$ cat src/rtl/rvx_pkg.sv
package rvx_pkg;

  localparam int REG_COUNT     = 32;
  localparam int REG_IDX_BITS  = $clog2(REG_COUNT);
  localparam int CSR_ADDR_BITS = 12;
  localparam int CSR_DEPTH     = 1 << CSR_ADDR_BITS;
  localparam int FIFO_DEPTH    = 2;

  localparam logic [6:0]  OP_ADDI    = 7'h13;
  localparam logic [6:0]  OP_RTYPE   = 7'h33;
  localparam logic [6:0]  OP_BEQ     = 7'h63;
  localparam logic [6:0]  OP_JAL     = 7'h6F;
  localparam logic [6:0]  OP_JALR    = 7'h67;
  localparam logic [6:0]  OP_LUI     = 7'h37;
  localparam logic [6:0]  OP_AUIPC   = 7'h17;
  localparam logic [6:0]  OP_SYSTEM  = 7'h73;
  localparam logic [6:0]  FUNCT7_ALT = 7'h20;
  localparam logic [31:0] UPPER_MASK = 32'hFFFFF000;

  typedef enum logic [3:0] {
    K_BAD, K_ADDI, K_ADD, K_SUB, K_SLL, K_SRL, K_SRA, K_OR, K_AND,
    K_BEQ, K_JAL, K_JALR, K_LUI, K_AUIPC, K_CSR
  } kind_t;

  typedef struct packed {
    kind_t       kind;
    logic [4:0]  rd;
    logic [4:0]  rs1;
    logic [4:0]  rs2;
    logic [2:0]  f3;
    logic [31:0] imm;
    logic [CSR_ADDR_BITS-1:0] csr_sel;
  } uop_t;

  typedef struct packed {
    logic [31:0] next_pc;
    logic [4:0]  dest_index;
    logic [31:0] dest_value;
    logic        dest_written;
    logic        branch_taken;
    logic        unsupported;
  } res_t;

endpackage

$ cat src/rtl/rvx_decode.sv
module rvx_decode (
  input  logic              [31:0] word,
  output rvx_pkg::uop_t            uop
);
  import rvx_pkg::*;

  logic [6:0] op;
  logic [2:0] f3;
  logic [6:0] f7;

  always_comb begin
    op = word[6:0];
    f3 = word[14:12];
    f7 = word[31:25];
    uop.rd = word[11:7];
    uop.rs1 = word[19:15];
    uop.rs2 = word[24:20];
    uop.f3 = f3;
    uop.csr_sel = word[20 +: CSR_ADDR_BITS];
    uop.imm = {{20{word[31]}}, word[31:20]};
    uop.kind = K_BAD;
    case (op)
      OP_ADDI: if (f3 == 3'd0) uop.kind = K_ADDI;
      OP_RTYPE: begin
        if (f3 == 3'd0 && f7 == 7'd0) uop.kind = K_ADD;
        else if (f3 == 3'd0 && f7 == FUNCT7_ALT) uop.kind = K_SUB;
        else if (f3 == 3'd1 && f7 == 7'd0) uop.kind = K_SLL;
        else if (f3 == 3'd5 && f7 == 7'd0) uop.kind = K_SRL;
        else if (f3 == 3'd5 && f7 == FUNCT7_ALT) uop.kind = K_SRA;
        else if (f3 == 3'd6 && f7 == 7'd0) uop.kind = K_OR;
        else if (f3 == 3'd7 && f7 == 7'd0) uop.kind = K_AND;
      end
      OP_BEQ: begin
        uop.imm = {{20{word[31]}}, word[7], word[30:25], word[11:8], 1'b0};
        if (f3 == 3'd0) uop.kind = K_BEQ;
      end
      OP_JAL: begin
        uop.imm = {{12{word[31]}}, word[19:12], word[20], word[30:21], 1'b0};
        uop.kind = K_JAL;
      end
      OP_JALR: if (f3 == 3'd0) uop.kind = K_JALR;
      OP_LUI: begin
        uop.imm = word & UPPER_MASK;
        uop.kind = K_LUI;
      end
      OP_AUIPC: begin
        uop.imm = word & UPPER_MASK;
        uop.kind = K_AUIPC;
      end
      OP_SYSTEM: if (f3[1:0] != 2'd0) uop.kind = K_CSR;
      default: uop.kind = K_BAD;
    endcase
  end
endmodule

$ cat src/rtl/rvx_front.sv
// Decode stage plus a small queue; ready depends only on queue fill.
module rvx_front (
  input  logic                 clk,
  input  logic                 rst_n,
  input  logic                 in_tvalid,
  output logic                 in_tready,
  input  logic          [31:0] in_tdata,
  output logic                 q_valid,
  input  logic                 q_take,
  output rvx_pkg::uop_t        q_uop
);
  import rvx_pkg::*;

  uop_t       dec;
  uop_t       buf_r [FIFO_DEPTH];
  logic       rp_r, rp_nxt, wp_r, wp_nxt;
  logic [1:0] cnt_r, cnt_nxt;
  logic       push;

  rvx_decode u_dec (.word(in_tdata), .uop(dec));

  assign in_tready = (cnt_r != 2'(FIFO_DEPTH));
  assign push      = in_tvalid && in_tready;
  assign q_valid   = (cnt_r != 2'd0);
  assign q_uop     = buf_r[rp_r];

  always_comb begin
    rp_nxt  = rp_r ^ (q_take && q_valid);
    wp_nxt  = wp_r ^ push;
    cnt_nxt = cnt_r + 2'(push) - 2'(q_take && q_valid);
  end

  always_ff @(posedge clk) begin
    if (!rst_n) begin
      rp_r <= 1'b0;
      wp_r <= 1'b0;
      cnt_r <= 2'd0;
    end else begin
      rp_r <= rp_nxt;
      wp_r <= wp_nxt;
      cnt_r <= cnt_nxt;
    end
    if (push) begin
      buf_r[wp_r] <= dec;
    end
  end
endmodule

$ cat config.mk
export PLATFORM = sky130hd
export DESIGN_NAME = rvx_front
export DESIGN_NICKNAME = d
export VERILOG_FILES = /design/src/rtl/rvx_pkg.sv /design/src/rtl/rvx_decode.sv /design/src/rtl/rvx_front.sv
export SDC_FILE = /design/constraint.sdc
export NUM_CORES = 1
export LEC_CHECK = 0
export ABC_AREA = 1
export ABC_CLOCK_PERIOD_IN_PS = 3700
export BUFFER_PORTS_ARGS = -buffer_cell sky130_fd_sc_hd__buf_2
export CAP_MARGIN = 40
export CORE_UTILIZATION = 55
export CTS_CLUSTER_SIZE = 8
export DETAILED_ROUTE_END_ITERATION = 8
export PLACE_DENSITY = 0.8
export SKIP_LAST_GASP = 1
export SYNTH_ARGS = -nofsm -noshare
export SYNTH_HDL_FRONTEND = slang
export SYNTH_SLANG_ARGS = --single-unit
$ cat constraint.sdc
create_clock -name clk -period 3.7 [get_ports clk]
set_clock_uncertainty 0.2 [all_clocks]
set_input_delay 0.185 -clock clk [delete_from_list [all_inputs] [get_ports clk]]
set_output_delay 0.185 -clock clk [all_outputs]
set_load 0.005 [all_outputs]
After elaboration in Yosys (flattened, before gate mapping)
Memories as Yosys holds them, arrays and structs flattened. A register that Yosys moved wholly into a read port is not among the register bits. Index checks and enable logic that the tools add are counted. Widths: inputs -> output; s select.

Logic and storage cells: 52. Output and inout port bits: 68. Bits in read-only memories: 0. Memory bits (writable): 132. Bits in registers: 4. Memories kept: 1. Latch bits: 0.

Bitwise logic cells: 2. Div/mod/pow operators: 0. Multipliers: 0. Mux-type cells: 16. Eq/ne operators: 14. Shift-type cells: 0. Reduce and logical (&&, ||, !) cells: 14. $add $sub $neg: 2. Magnitude comparators: 0.

Memories: buf_r (words 2, bits a word 66, read ports 1, clocked after memory_dff 1, write ports 1, RTL line rvx_front.sv:15) `uop_t buf_r [FIFO_DEPTH];`.

Operator list (number): $pmux 31 s3 (1); $mux 4 (10); $pmux 4 s8 (1); $eq 7x7->1 const B (4); $eq 7x6->1 const B (3); $eq 7x5->1 const B (2); $eq 3x3->1 const B (3); $logic_and 1x1->1 (9); $logic_not 7->1 (1); $mux 1 (4); $reduce_bool 2->1 (2); $eq 3x1->1 const B (1); $logic_not 3->1 (1); $add 2x1->2 (1); $ne 2x2->1 const B (1); $reduce_or 2->1 (1); $sub 2x1->2 (1); $xor 1x1->1 (2).

Logic depth before layout (Yosys ltp)
Gate-level depths: netlist of the first run.

Word-level depth: 10. Depth in mapped cells: 10. Mapped depth without buffers: 10.

Hierarchy
From an unflattened synthesis of the first run, not the netlist that was laid out.

Cells, all modules: 414. Area total of the unflattened synthesis: 6107.1 sq um.

Modules (own cells, without submodules): rvx_front (cells each 241, sequential area each 4063.9 sq um, area each 5165.0 sq um, times used 1); rvx_decode (cells each 173, sequential area each 0.0 sq um, area each 942.2 sq um, times used 1).

Worst setup path before layout of the first run
No wires, ideal clock.

Path kind: reg-to-reg. Start point: register cnt_r[0]. End point: memory buf_r[1][10] in the netlist's numbering, enable pin. Setup slack: 1037 ps. Stages on the path, launching flop included: 6. Required time: 3076 ps. Arrival: 2039 ps. Path through: dfxtp_1 > inv_1 > nand2_1 > nand2_1 > inv_1 > ha_1.

Word-level cells in the longest chain between the ends: 4.

RTL lines: start, declared (RTL line rvx_front.sv:17) `logic [1:0] cnt_r, cnt_nxt;`; start signal, assigned (RTL line rvx_front.sv:41) `cnt_r <= cnt_nxt;`; $ne 2x2->1 (RTL line rvx_front.sv:22) `assign in_tready = (cnt_r != 2'(FIFO_DEPTH));`; via in_tready (RTL line rvx_front.sv:6) `output logic in_tready,`; $logic_and 1x1->1 (RTL line rvx_front.sv:23) `assign push = in_tvalid && in_tready;`; $mux 1 (RTL line rvx_front.sv:43) `if (push) begin`; $mux 1 (not written as such) (RTL line rvx_front.sv:44) `buf_r[wp_r] <= dec;`; end, declared (RTL line rvx_front.sv:15).

The timed path passes the listed nets, and every way through them passes these cells.

==> impl_metrics.ini, run 1 <==
[route]
drt_iter0_markers = 295
viasPerCell = 5.29
num_vias = 3427
firstDrtPassIters = 6
wl_per_cell_um = 16.5
route.final.wire_length_um = 10700
drc = 0
drtAntennaViolNets = 0

[worst_setup_path]
cpLargestDelayFamily = flip-flops
critPathCaptureType = primary output
arrival_ns = 2.16
cp.required_ns = 3.31
critPathBufInv = 2
path_class = flop to primary output
critPathSlowestCell = dfxtp_2
slowest_delay_ns = 0.72
critical_path.cell_chain = buf_4 > mux2_2 > buf_2
start_kind = flop
critPathMaxFanout = 26

[global_routing]
grt.overflow.total = 0
grt_pass1_vias = 3409
grt_max_degree = 61
grt_first_pass_wirelength_um = 16900
track_usage_pct = 23.0
antenna_found_initial = 0

[synth]
synth_top_cells_by_area = edfxtp_1 (68%), mux2_2 (13%), nand2_1 (4.2%), inv_1 (2.0%), dfxtp_1 (1.9%)
synth_ff_type = edfxtp_1
ys_types = 28
syn_area_mm2 = 0.00527
synth-seq-cells = 125
syn_inst = 367
synth.top_cell.area_share_pct = 68.3
synth.avg_cell_area_um2 = 14.4
yosys_warnings = 0
synth_edf_count = 120
synth_commonest_cells = edfxtp_1 (120), mux2_2 (60), nand2_1 (59)
async_reset_ff_share_pct = 0
synth_area_leader_cell = edfxtp_1
ys_seq_area_share_pct = 70.2
synth.most_common_cell = edfxtp_1
synth_fp_nets = 407

[cts]
cts_tree = yes
cts_resized = 0
root_buffer = clkbuf_8
postCtsSetupRepairBufs = 0
cts-buffers-inserted = 17
insertion_delay_ns = 0.51
cts.clk_slew.worst_paths_ns = 0.06
cts_sinks = 125
cts_buffer_depth = 2
cts_hold_buf = 28
htree_levels = 4

[sta]
post-route-min-period_ns = 2.54
finalSetupTns_ns = 0
drv_slew = 0
grt_setup_unrepaired = false
max_slew_margin_pct = 46.0
worst_slack_ns = 1.16
worstMarginPinSlew_ns = 0.810
fmax_mhz = 393
setup_viol = 0
hold_viol = 0
period_share_pct = 68.8

[place]
portBuffers = 103
pre_cts_slack_ns = 1.47
gp_congestion = 0.887
dp_hpwl_um = 6780

[finish]
drive_gt1_share_pct = 40.1
fillers = 612
multi_input_area_mm2 = 0.00136
insertedDiodeCount = 0
fin_nets = 546
areaGrowthSynthToFinish_pct = 27.4
ff_latch_area_mm2 = 0.00370

[pwr]
power.density_mw_per_mm2 = 651
ir_drop_uv = 370
p_leak_nw = 2.67

[flow_run]
cap_violations = 0

[die]
chipHeight_um = 99.9
io_pins = 104
core_mm2 = 0.00928
dieArea_mm2 = 0.00998
rows = 35
die_w_um = 99.9
initial_utilization_pct = 56.8

[outcome]
status = complete, no violations

[hold_path]
min_path_type = input pin to flop
## cell type report
cell class	instances	share of cell area, %
flip-flops and latches	125	55.1
clock inverters	13	1.86
repair buffers	135	12.3
inverters	31	1.81
multi-input cells	196	20.2
clock buffers	19	6.28
well taps	129	2.40
## logic make-up (layout without fill, tap and decap cells)
group / after synthesis / count (layout) / synth area share, %
DFF: 125 / 125 / 70.2
and+or+nand+nor: 110 / 110 / 9.47
muxes: 60 / 60 / 12.8
buffers and inverters: 46 / 198 / 4.11
AOI/OAI and AO/OA: 21 / 21 / 2.25
adders and majority gates: 4 / 4 / 0.949
xor gates and xnor gates: 1 / 1 / 0.166
## where the power goes
group	total (mW)	switching (mW)	internal, mW
sequential	1.94	0.0873	1.85
combinational	0.927	0.469	0.458
clock	1.51	0.565	0.945
## worst min-delay path: cells and delay by family
family                     cells  cell delay [ns]
adders and majority gates      1             0.15
xor gates and xnor gates       1             0.13
buffers and inverters          1             0.10
and+or+nand+nor                1             0.08
AOI/OAI and AO/OA              1             0.07
## cell usage in the layout (no fill, tap or decap), drive strengths merged
cell and n:
a21oi 4, buf 107, bufinv 2, clkbuf 19
clkinv 9, clkinvlp 3, dfxtp 5, dlygate4sd3 28
edfxtp 120, ha 4, inv 30, mux2 60
nand2 62, nand3 17, nand4 1, nor2 24
nor3 6, o211ai 1, o21ai 16, xnor2 1
## routing by layer
metal / GRT usage (%) / part of all wire [%]
met1: 29.3 / 42
met2: 36.8 / 49
met3: 6.96 / 7.1
met4: 9.62 / 1.3
met5: 0 / 0
## registers in the layout, indices dropped and copies added, names as in the netlist, named ones only
| register | count |
|---|---|
| rp_r | 1 |
| cnt_r | 2 |
| wp_r | 1 |
| buf_r | 120 |
## final timing paths
| kind | from | to | slack [ns] | cells past startpoint |
|---|---|---|---|---|
| hold / removal | in_tvalid | cnt_r[1]$_SDFF_PN0_ | 0.06 | 5 |
| hold reg to reg | rp_r$_SDFF_PN0_ | rp_r$_SDFF_PN0_ | 0.25 | 1 |
| setup reg to reg | cnt_r[0]$_SDFF_PN0_ | buf_r[0][6]$_DFFE_PP_ | 1.48 | 6 |
| setup / recovery | flop | q_uop[32] | 1.16 | 3 |
## metrics by stage
stage          hold slack (ns)  cell area, um2  power (mW)  util (%)  cells
5_1_grt                 0.0897            6720        4.56      72.4    648
2_1_floorplan           0.0785            5270        2.50         -    367
3_3_place_gp             0.197            5890        2.84      63.5    588
4_1_cts                 0.0386            6720        4.40      72.4    648
3_5_place_dp             0.199            5890        2.87      63.5    588
6_report                0.0565            6720        4.37      72.4    648
(Power assumes the default switching activity.)
==> run 2, diff against run 1 <==
--- a/config.mk
+++ b/config.mk
@@ -5,8 +5,8 @@
 export SDC_FILE = /design/constraint.sdc
 export NUM_CORES = 1
 export LEC_CHECK = 0
-export ABC_AREA = 1
-export ABC_CLOCK_PERIOD_IN_PS = 3700
+export ABC_AREA = 0
+export ABC_CLOCK_PERIOD_IN_PS = 2400
 export BUFFER_PORTS_ARGS = -buffer_cell sky130_fd_sc_hd__buf_2
 export CAP_MARGIN = 40
 export CORE_UTILIZATION = 55
==> constraint.sdc (replaced) <==
create_clock -name clk -period 2.4 [get_ports clk]
set_clock_uncertainty 0.2 [all_clocks]
set_input_delay 0.12 -clock clk [delete_from_list [all_inputs] [get_ports clk]]
set_output_delay 0.12 -clock clk [all_outputs]
set_load 0.005 [all_outputs]
==> run 2 against run 1 <==
  * Design area rose by 0.67%
  * Register-to-register slack lost 1.2 ns
  * Worst setup slack worse by 1.1 ns
  * Flip-flop and latch count stayed put
  * Sequential share of layout area is 0.37 points lower
  * Critical path depth up 3
  * Die area down 2.2%
  * Combinational power is 59% higher
  * Worst hold slack got worse by 0.0016 ns
  * Synthesized cell count fell by 17%
  * Area after synthesis down 2.3%
  * Core utilization up 3.7 points
  * Critical path type is now input pin to flop
  * Critical endpoint is now buf_r[1][63]$_DFFE_PP_
  * Largest cell class unchanged
==> impl_metrics.ini, run 2 <==
[outcome]
status = complete, no violations

[worst_setup_path]
critPathCaptureType = flop
reg2reg_from = cnt_r[1]$_SDFF_PN0_
r2r_setup_slack_ns = 0.33
path_class = input pin to flop
critPathMaxFanout = 5
cp.required_ns = 2.56
start_kind = input pin
arrival_ns = 2.47
critPathLaunch = in_tdata[25]

[die]
io_pins = 104
core_mm2 = 0.00889
rows = 34
die_w_um = 98.8
dieArea_mm2 = 0.00976
chipHeight_um = 98.8
initial_utilization_pct = 58.0

[route]
drtAntennaViolNets = 0
num_vias = 3166
route.final.wire_length_um = 10200
wl_met3_um = 642
viasPerCell = 5.53
firstDrtPassIters = 4
met1_length_um = 4230
drt_iter0_markers = 151
wl_per_cell_um = 17.8
routed-wl-met2_um = 5190
drc = 0
route.top_layer_used = met4

[sta]
setup_viol = 0
period_share_pct = 96.2
drv_slew = 0
hold_viol = 0
post-route-min-period_ns = 2.31
grt_setup_unrepaired = false
max_slew_margin_pct = 47.1
fmax_mhz = 433
worstMarginPinSlew_ns = 0.791

[cts]
cts_sinks = 125
cts_hold_buf = 35
root_buffer = clkbuf_8
cts_tree = yes
htree_levels = 4
cts_buffer_depth = 2
insertion_delay_ns = 0.50
cts.clk_slew.worst_paths_ns = 0.06
cts_resized = 0
cts-buffers-inserted = 17
postCtsSetupRepairBufs = 0

[finish]
largest_register_ff_count = 120
final_common_cell = edfxtp_1
fillers = 551
areaGrowthSynthToFinish_pct = 31.2
insertedDiodeCount = 0
fin_nets = 491
drive_gt1_share_pct = 44.8
post-route-util_pct = 76.1
reg.largest.list = buf_r (120), cnt_r (2)
max_flop_register = buf_r
final_cell_mix = edfxtp_1 (120), buf_2 (104), mux2_2 (60)

[pwr]
finalPower_mw = 7.02
power.density_mw_per_mm2 = 1040
p_leak_nw = 2.64
ir_drop_uv = 582

[global_routing]
grt.overflow.total = 0
grt_pass1_vias = 3186
track_usage_pct = 21.9
grt_first_pass_wirelength_um = 15900
antenna_found_initial = 0
grt_max_degree = 32

[place]
gp_congestion = 0.910
dp_hpwl_um = 6250
portBuffers = 103

[hold_path]
min_path_type = input pin to flop
holdCritStartpoint = in_tdata[2]

[synth]
synth.avg_cell_area_um2 = 17.0
syn_area_mm2 = 0.00515
syn_inst = 303
synth_ff_type = edfxtp_1
ys_types = 41
synth_fp_nets = 343
synth_commonest_cells = edfxtp_1 (120), mux2_2 (60), a21o_1 (19)
synth.most_common_cell = edfxtp_1
synth_area_leader_cell = edfxtp_1
synth-seq-cells = 125
synth.top_cell.area_share_pct = 69.9
ys_seq_area_share_pct = 71.9
yosys_warnings = 0
synth_top_cells_by_area = edfxtp_1 (70%), mux2_2 (13%), a21o_1 (2.8%), dfxtp_1 (1.9%), nor2b_1 (1.3%)
async_reset_ff_share_pct = 0
synth_edf_count = 120

[flow_run]
cap_violations = 0
-- run 2: path summary, 6_finish.rpt --
kind | end | cells past startpoint
max reg2reg | cnt_r[1]$_SDFF_PN0_ | 8
min | buf_r[1][33]$_DFFE_PP_ | 3
max | buf_r[1][63]$_DFFE_PP_ | 6
min reg2reg | flop | 2
-- run 2: final cells by class --
type	count	area [um2]	share of cell area [%]
Tap cell	108	135	2.00
Timing Repair Buffer	147	931	13.8
Multi-Input combinational cell	154	1330	19.7
Inverter	6	22.5	0.333
Sequential cell	125	3700	54.8
Clock inverter	14	219	3.24
Clock buffer	18	418	6.18
-- run 2: per-stage QoR --
| stage | std cells | setup WS (ns) | cell area (um2) | setup TNS (ns) | hold slack, ns |
|---|---|---|---|---|---|
| CTS | 572 | 0.167 | 6760 | 0 | 0.0187 |
| floorplan | 303 | -0.280 | 5150 | -33.65 | 0.0189 |
| finish | 572 | 0.0913 | 6760 | 0 | 0.0549 |
| detailed placement | 505 | 0.354 | 5780 | 0 | 0.132 |
| global route | 572 | 0.0400 | 6760 | 0 | 0.0640 |
| global placement | 504 | 0.440 | 5770 | 0 | 0.128 |
-- run 2: worst max-delay path: stages --
cell           delay [ns]
dlygate4sd3_1        0.54
buf_2                0.15
nor4_1               0.51
nand4_1              0.33
o22ai_1              0.22
dlygate4sd3_1        0.59
-- run 2: per-layer routing --
layer	up-vias	track usage [%]
met3	13	6.52
li1	1471	-
met1	1546	26.5
met5	-	0
met2	136	37.5
met4	0	7.58
-- run 2: cell families (layout without fill, tap and decap cells) --
kind of cell	count (synthesis)	count (layout)	share of synthesized area [%]
buffers and inverters	24	185	2.38
DFF	125	125	71.9
adders and majority gates	4	4	0.971
xor gates and xnor gates	3	3	0.510
AOI/OAI and AO/OA	38	38	5.27
and+or+nand+nor	49	49	5.90
muxes	60	60	13.1
-- run 2: where the power goes --
group / internal [mW] / switching (mW)
Combinational: 0.742 / 0.730
Clock: 1.79 / 0.905
Sequential: 2.78 / 0.0752
Total: 5.31 / 1.71
==> run 3, diff against run 2 <==
--- a/config.mk
+++ b/config.mk
@@ -6,13 +6,13 @@
 export NUM_CORES = 1
 export LEC_CHECK = 0
 export ABC_AREA = 0
-export ABC_CLOCK_PERIOD_IN_PS = 2400
-export BUFFER_PORTS_ARGS = -buffer_cell sky130_fd_sc_hd__buf_2
+export ABC_CLOCK_PERIOD_IN_PS = 2600
 export CAP_MARGIN = 40
-export CORE_UTILIZATION = 55
+export CORE_UTILIZATION = 63
 export CTS_CLUSTER_SIZE = 8
 export DETAILED_ROUTE_END_ITERATION = 8
-export PLACE_DENSITY = 0.8
+export DONT_BUFFER_PORTS = 1
+export PLACE_DENSITY = 0.79
 export SKIP_LAST_GASP = 1
 export SYNTH_ARGS = -nofsm -noshare
 export SYNTH_HDL_FRONTEND = slang
==> constraint.sdc (replaced) <==
create_clock -name clk -period 2.6 [get_ports clk]
set_clock_uncertainty 0.2 [all_clocks]
set_input_delay 0.13 -clock clk [delete_from_list [all_inputs] [get_ports clk]]
set_output_delay 0.13 -clock clk [all_outputs]
set_load 0.005 [all_outputs]
==> run 3 against run 2 <==
  * Sequential power decreased by 6%
  * Design area is 9.0% lower
  * Flip-flop and latch count is the same
  * Largest power group unchanged
  * Core utilization rose by 2.8 points
  * Wire length shrank 8.4%
==> impl_metrics.ini, run 3 (same netlist as run 2, synthesis figures left out) <==
[die]
initial_utilization_pct = 66.0
rows = 32
core_mm2 = 0.00781
io_pins = 104
dieArea_mm2 = 0.00855
die_w_um = 92.4
chipHeight_um = 92.4

[hold_path]
hold_depth = 3
holdCritStartpoint = in_tdata[5]
whs_endpoint = buf_r[0][62]$_DFFE_PP_
min_path_type = input pin to flop

[route]
firstDrtPassIters = 4
wl_per_cell_um = 20.1
route.final.wire_length_um = 9310
drt_iter0_markers = 109
num_vias = 2751
viasPerCell = 5.94
drtAntennaViolNets = 0
drc = 0

[outcome]
status = complete, no violations

[place]
gp_congestion = 0.836
portBuffers = 0
pre_cts_slack_ns = 0.535
dp_hpwl_um = 5660
dp_cells = 395

[sta]
period_share_pct = 93.5
post-route-min-period_ns = 2.43
worstMarginPinSlew_ns = 0.837
grt_setup_unrepaired = false
fmax_mhz = 412
drv_slew = 0
setup_viol = 0
hold_viol = 0
worst_slack_ns = 0.170
max_slew_margin_pct = 44.0

[cts]
cts_sinks = 125
cts-buffers-inserted = 17
cts_resized = 0
insertion_delay_ns = 0.52
htree_levels = 4
root_buffer = clkbuf_8
cts_buffer_depth = 2
cts.clk_slew.worst_paths_ns = 0.06
cts_tree = yes

[worst_setup_path]
reg2reg_to = cnt_r[0]$_SDFF_PN0_
arrival_ns = 2.63
r2r_cells = 7
r2r_setup_slack_ns = 0.17
critical_path.cell_chain = or2_2 > and2_1 > ha_1 > inv_1 > ha_1 > and2_1 > dlygate4sd3_1
critPathMaxFanout = 3
start_kind = flop
slowest_delay_ns = 0.55
reg2reg_from = cnt_r[1]$_SDFF_PN0_
path_class = flop to flop
critPathCaptureType = flop
cp.required_ns = 2.80
critPathSlowestCell = dlygate4sd3_1

[global_routing]
grt_first_pass_wirelength_um = 14300
grt.overflow.total = 0
track_usage_pct = 23.3
grt_max_degree = 35
grt_pass1_vias = 2797
antenna_found_initial = 0

[finish]
multi_input_area_mm2 = 0.00133
final_cell_mix = edfxtp_1 (120), mux2_2 (60), dlygate4sd3_1 (38)
final_common_cell = edfxtp_1
reg.largest.list = buf_r (120), cnt_r (2)
fin_nets = 390
final_cells = 463
fillers = 465
areaGrowthSynthToFinish_pct = 19.4
ff_latch_area_mm2 = 0.00370
drive_gt1_share_pct = 28.3
largest_register_ff_count = 120
insertedDiodeCount = 0
max_flop_register = buf_r

[flow_run]
cap_violations = 0

[pwr]
ir_drop_uv = 637
p_leak_nw = 2.18
power.density_mw_per_mm2 = 934
[run 3: layer usage]
metal | global-route usage [%] | vias up | routed length, um
met2 | 39.6 | 98 | 4920
met1 | 26.9 | 1380 | 3690
met5 | 0 | - | 0
met3 | 9.20 | 8 | 629
met4 | 8.20 | 0 | 78
li1 | - | 1265 | -
[run 3: worst max-delay path by stage]
stage,startpoint,to
2_1_floorplan,cnt_r[0]$_SDFF_PN0_,buf_r[1][10]$_DFFE_PP_
3_3_place_gp,cnt_r[1]$_SDFF_PN0_,cnt_r[1]$_SDFF_PN0_
3_5_place_dp,cnt_r[1]$_SDFF_PN0_,cnt_r[1]$_SDFF_PN0_
4_1_cts,cnt_r[1]$_SDFF_PN0_,cnt_r[0]$_SDFF_PN0_
5_1_grt,cnt_r[1]$_SDFF_PN0_,cnt_r[0]$_SDFF_PN0_
6_report,cnt_r[1]$_SDFF_PN0_,cnt_r[0]$_SDFF_PN0_
[run 3: through the flow]
step / cell area [um2] / util, % / total power, mW / setup TNS, ns / hold slack [ns]
after floorplan: 5150 / - / 3.48 / -9.65 / 0.0289
after global placement: 5250 / 67.3 / 3.64 / 0 / 0.0290
after detailed placement: 5260 / 67.3 / 3.66 / 0 / 0.0290
after CTS: 6150 / 78.8 / 5.78 / 0 / 0.00755
after global routing: 6150 / 78.8 / 5.96 / 0 / 0.00884
final: 6150 / 78.8 / 5.75 / 0 / 0.0161
[run 3: final cells by class]
cell class	count	area share [%]
Clock inverter	13	1.67
Clock buffer	17	6.73
Inverter	6	0.366
Timing Repair Buffer	46	7.32
Tap cell	102	2.07
Multi-Input combinational cell	154	21.7
Sequential cell	125	60.2
[run 3: power breakdown]
part / leakage, nW / internal, mW / total [mW] / switching (mW)
Combinational: 0.768 / 0.483 / 1.03 / 0.543
Sequential: 1.17 / 2.56 / 2.68 / 0.115
Clock: 0.250 / 1.24 / 2.04 / 0.805
Total: 2.18 / 4.28 / 5.75 / 1.46
[run 3: timing repair]
action	4_1_cts	5_1_grt
endpoints found under the hold margin	125	0
buffers inserted	0	0
hold buffers	38	0
[run 3: critical path: cells and delay by family (launching register included)]
| kind | cells | cell delay (ns) |
|---|---|---|
| adder cells (fa/ha/maj) | 2 | 0.55 |
| buffers and inverters | 2 | 0.59 |
| flip-flops | 1 | 0.32 |
| AND/OR/NAND/NOR | 3 | 0.67 |
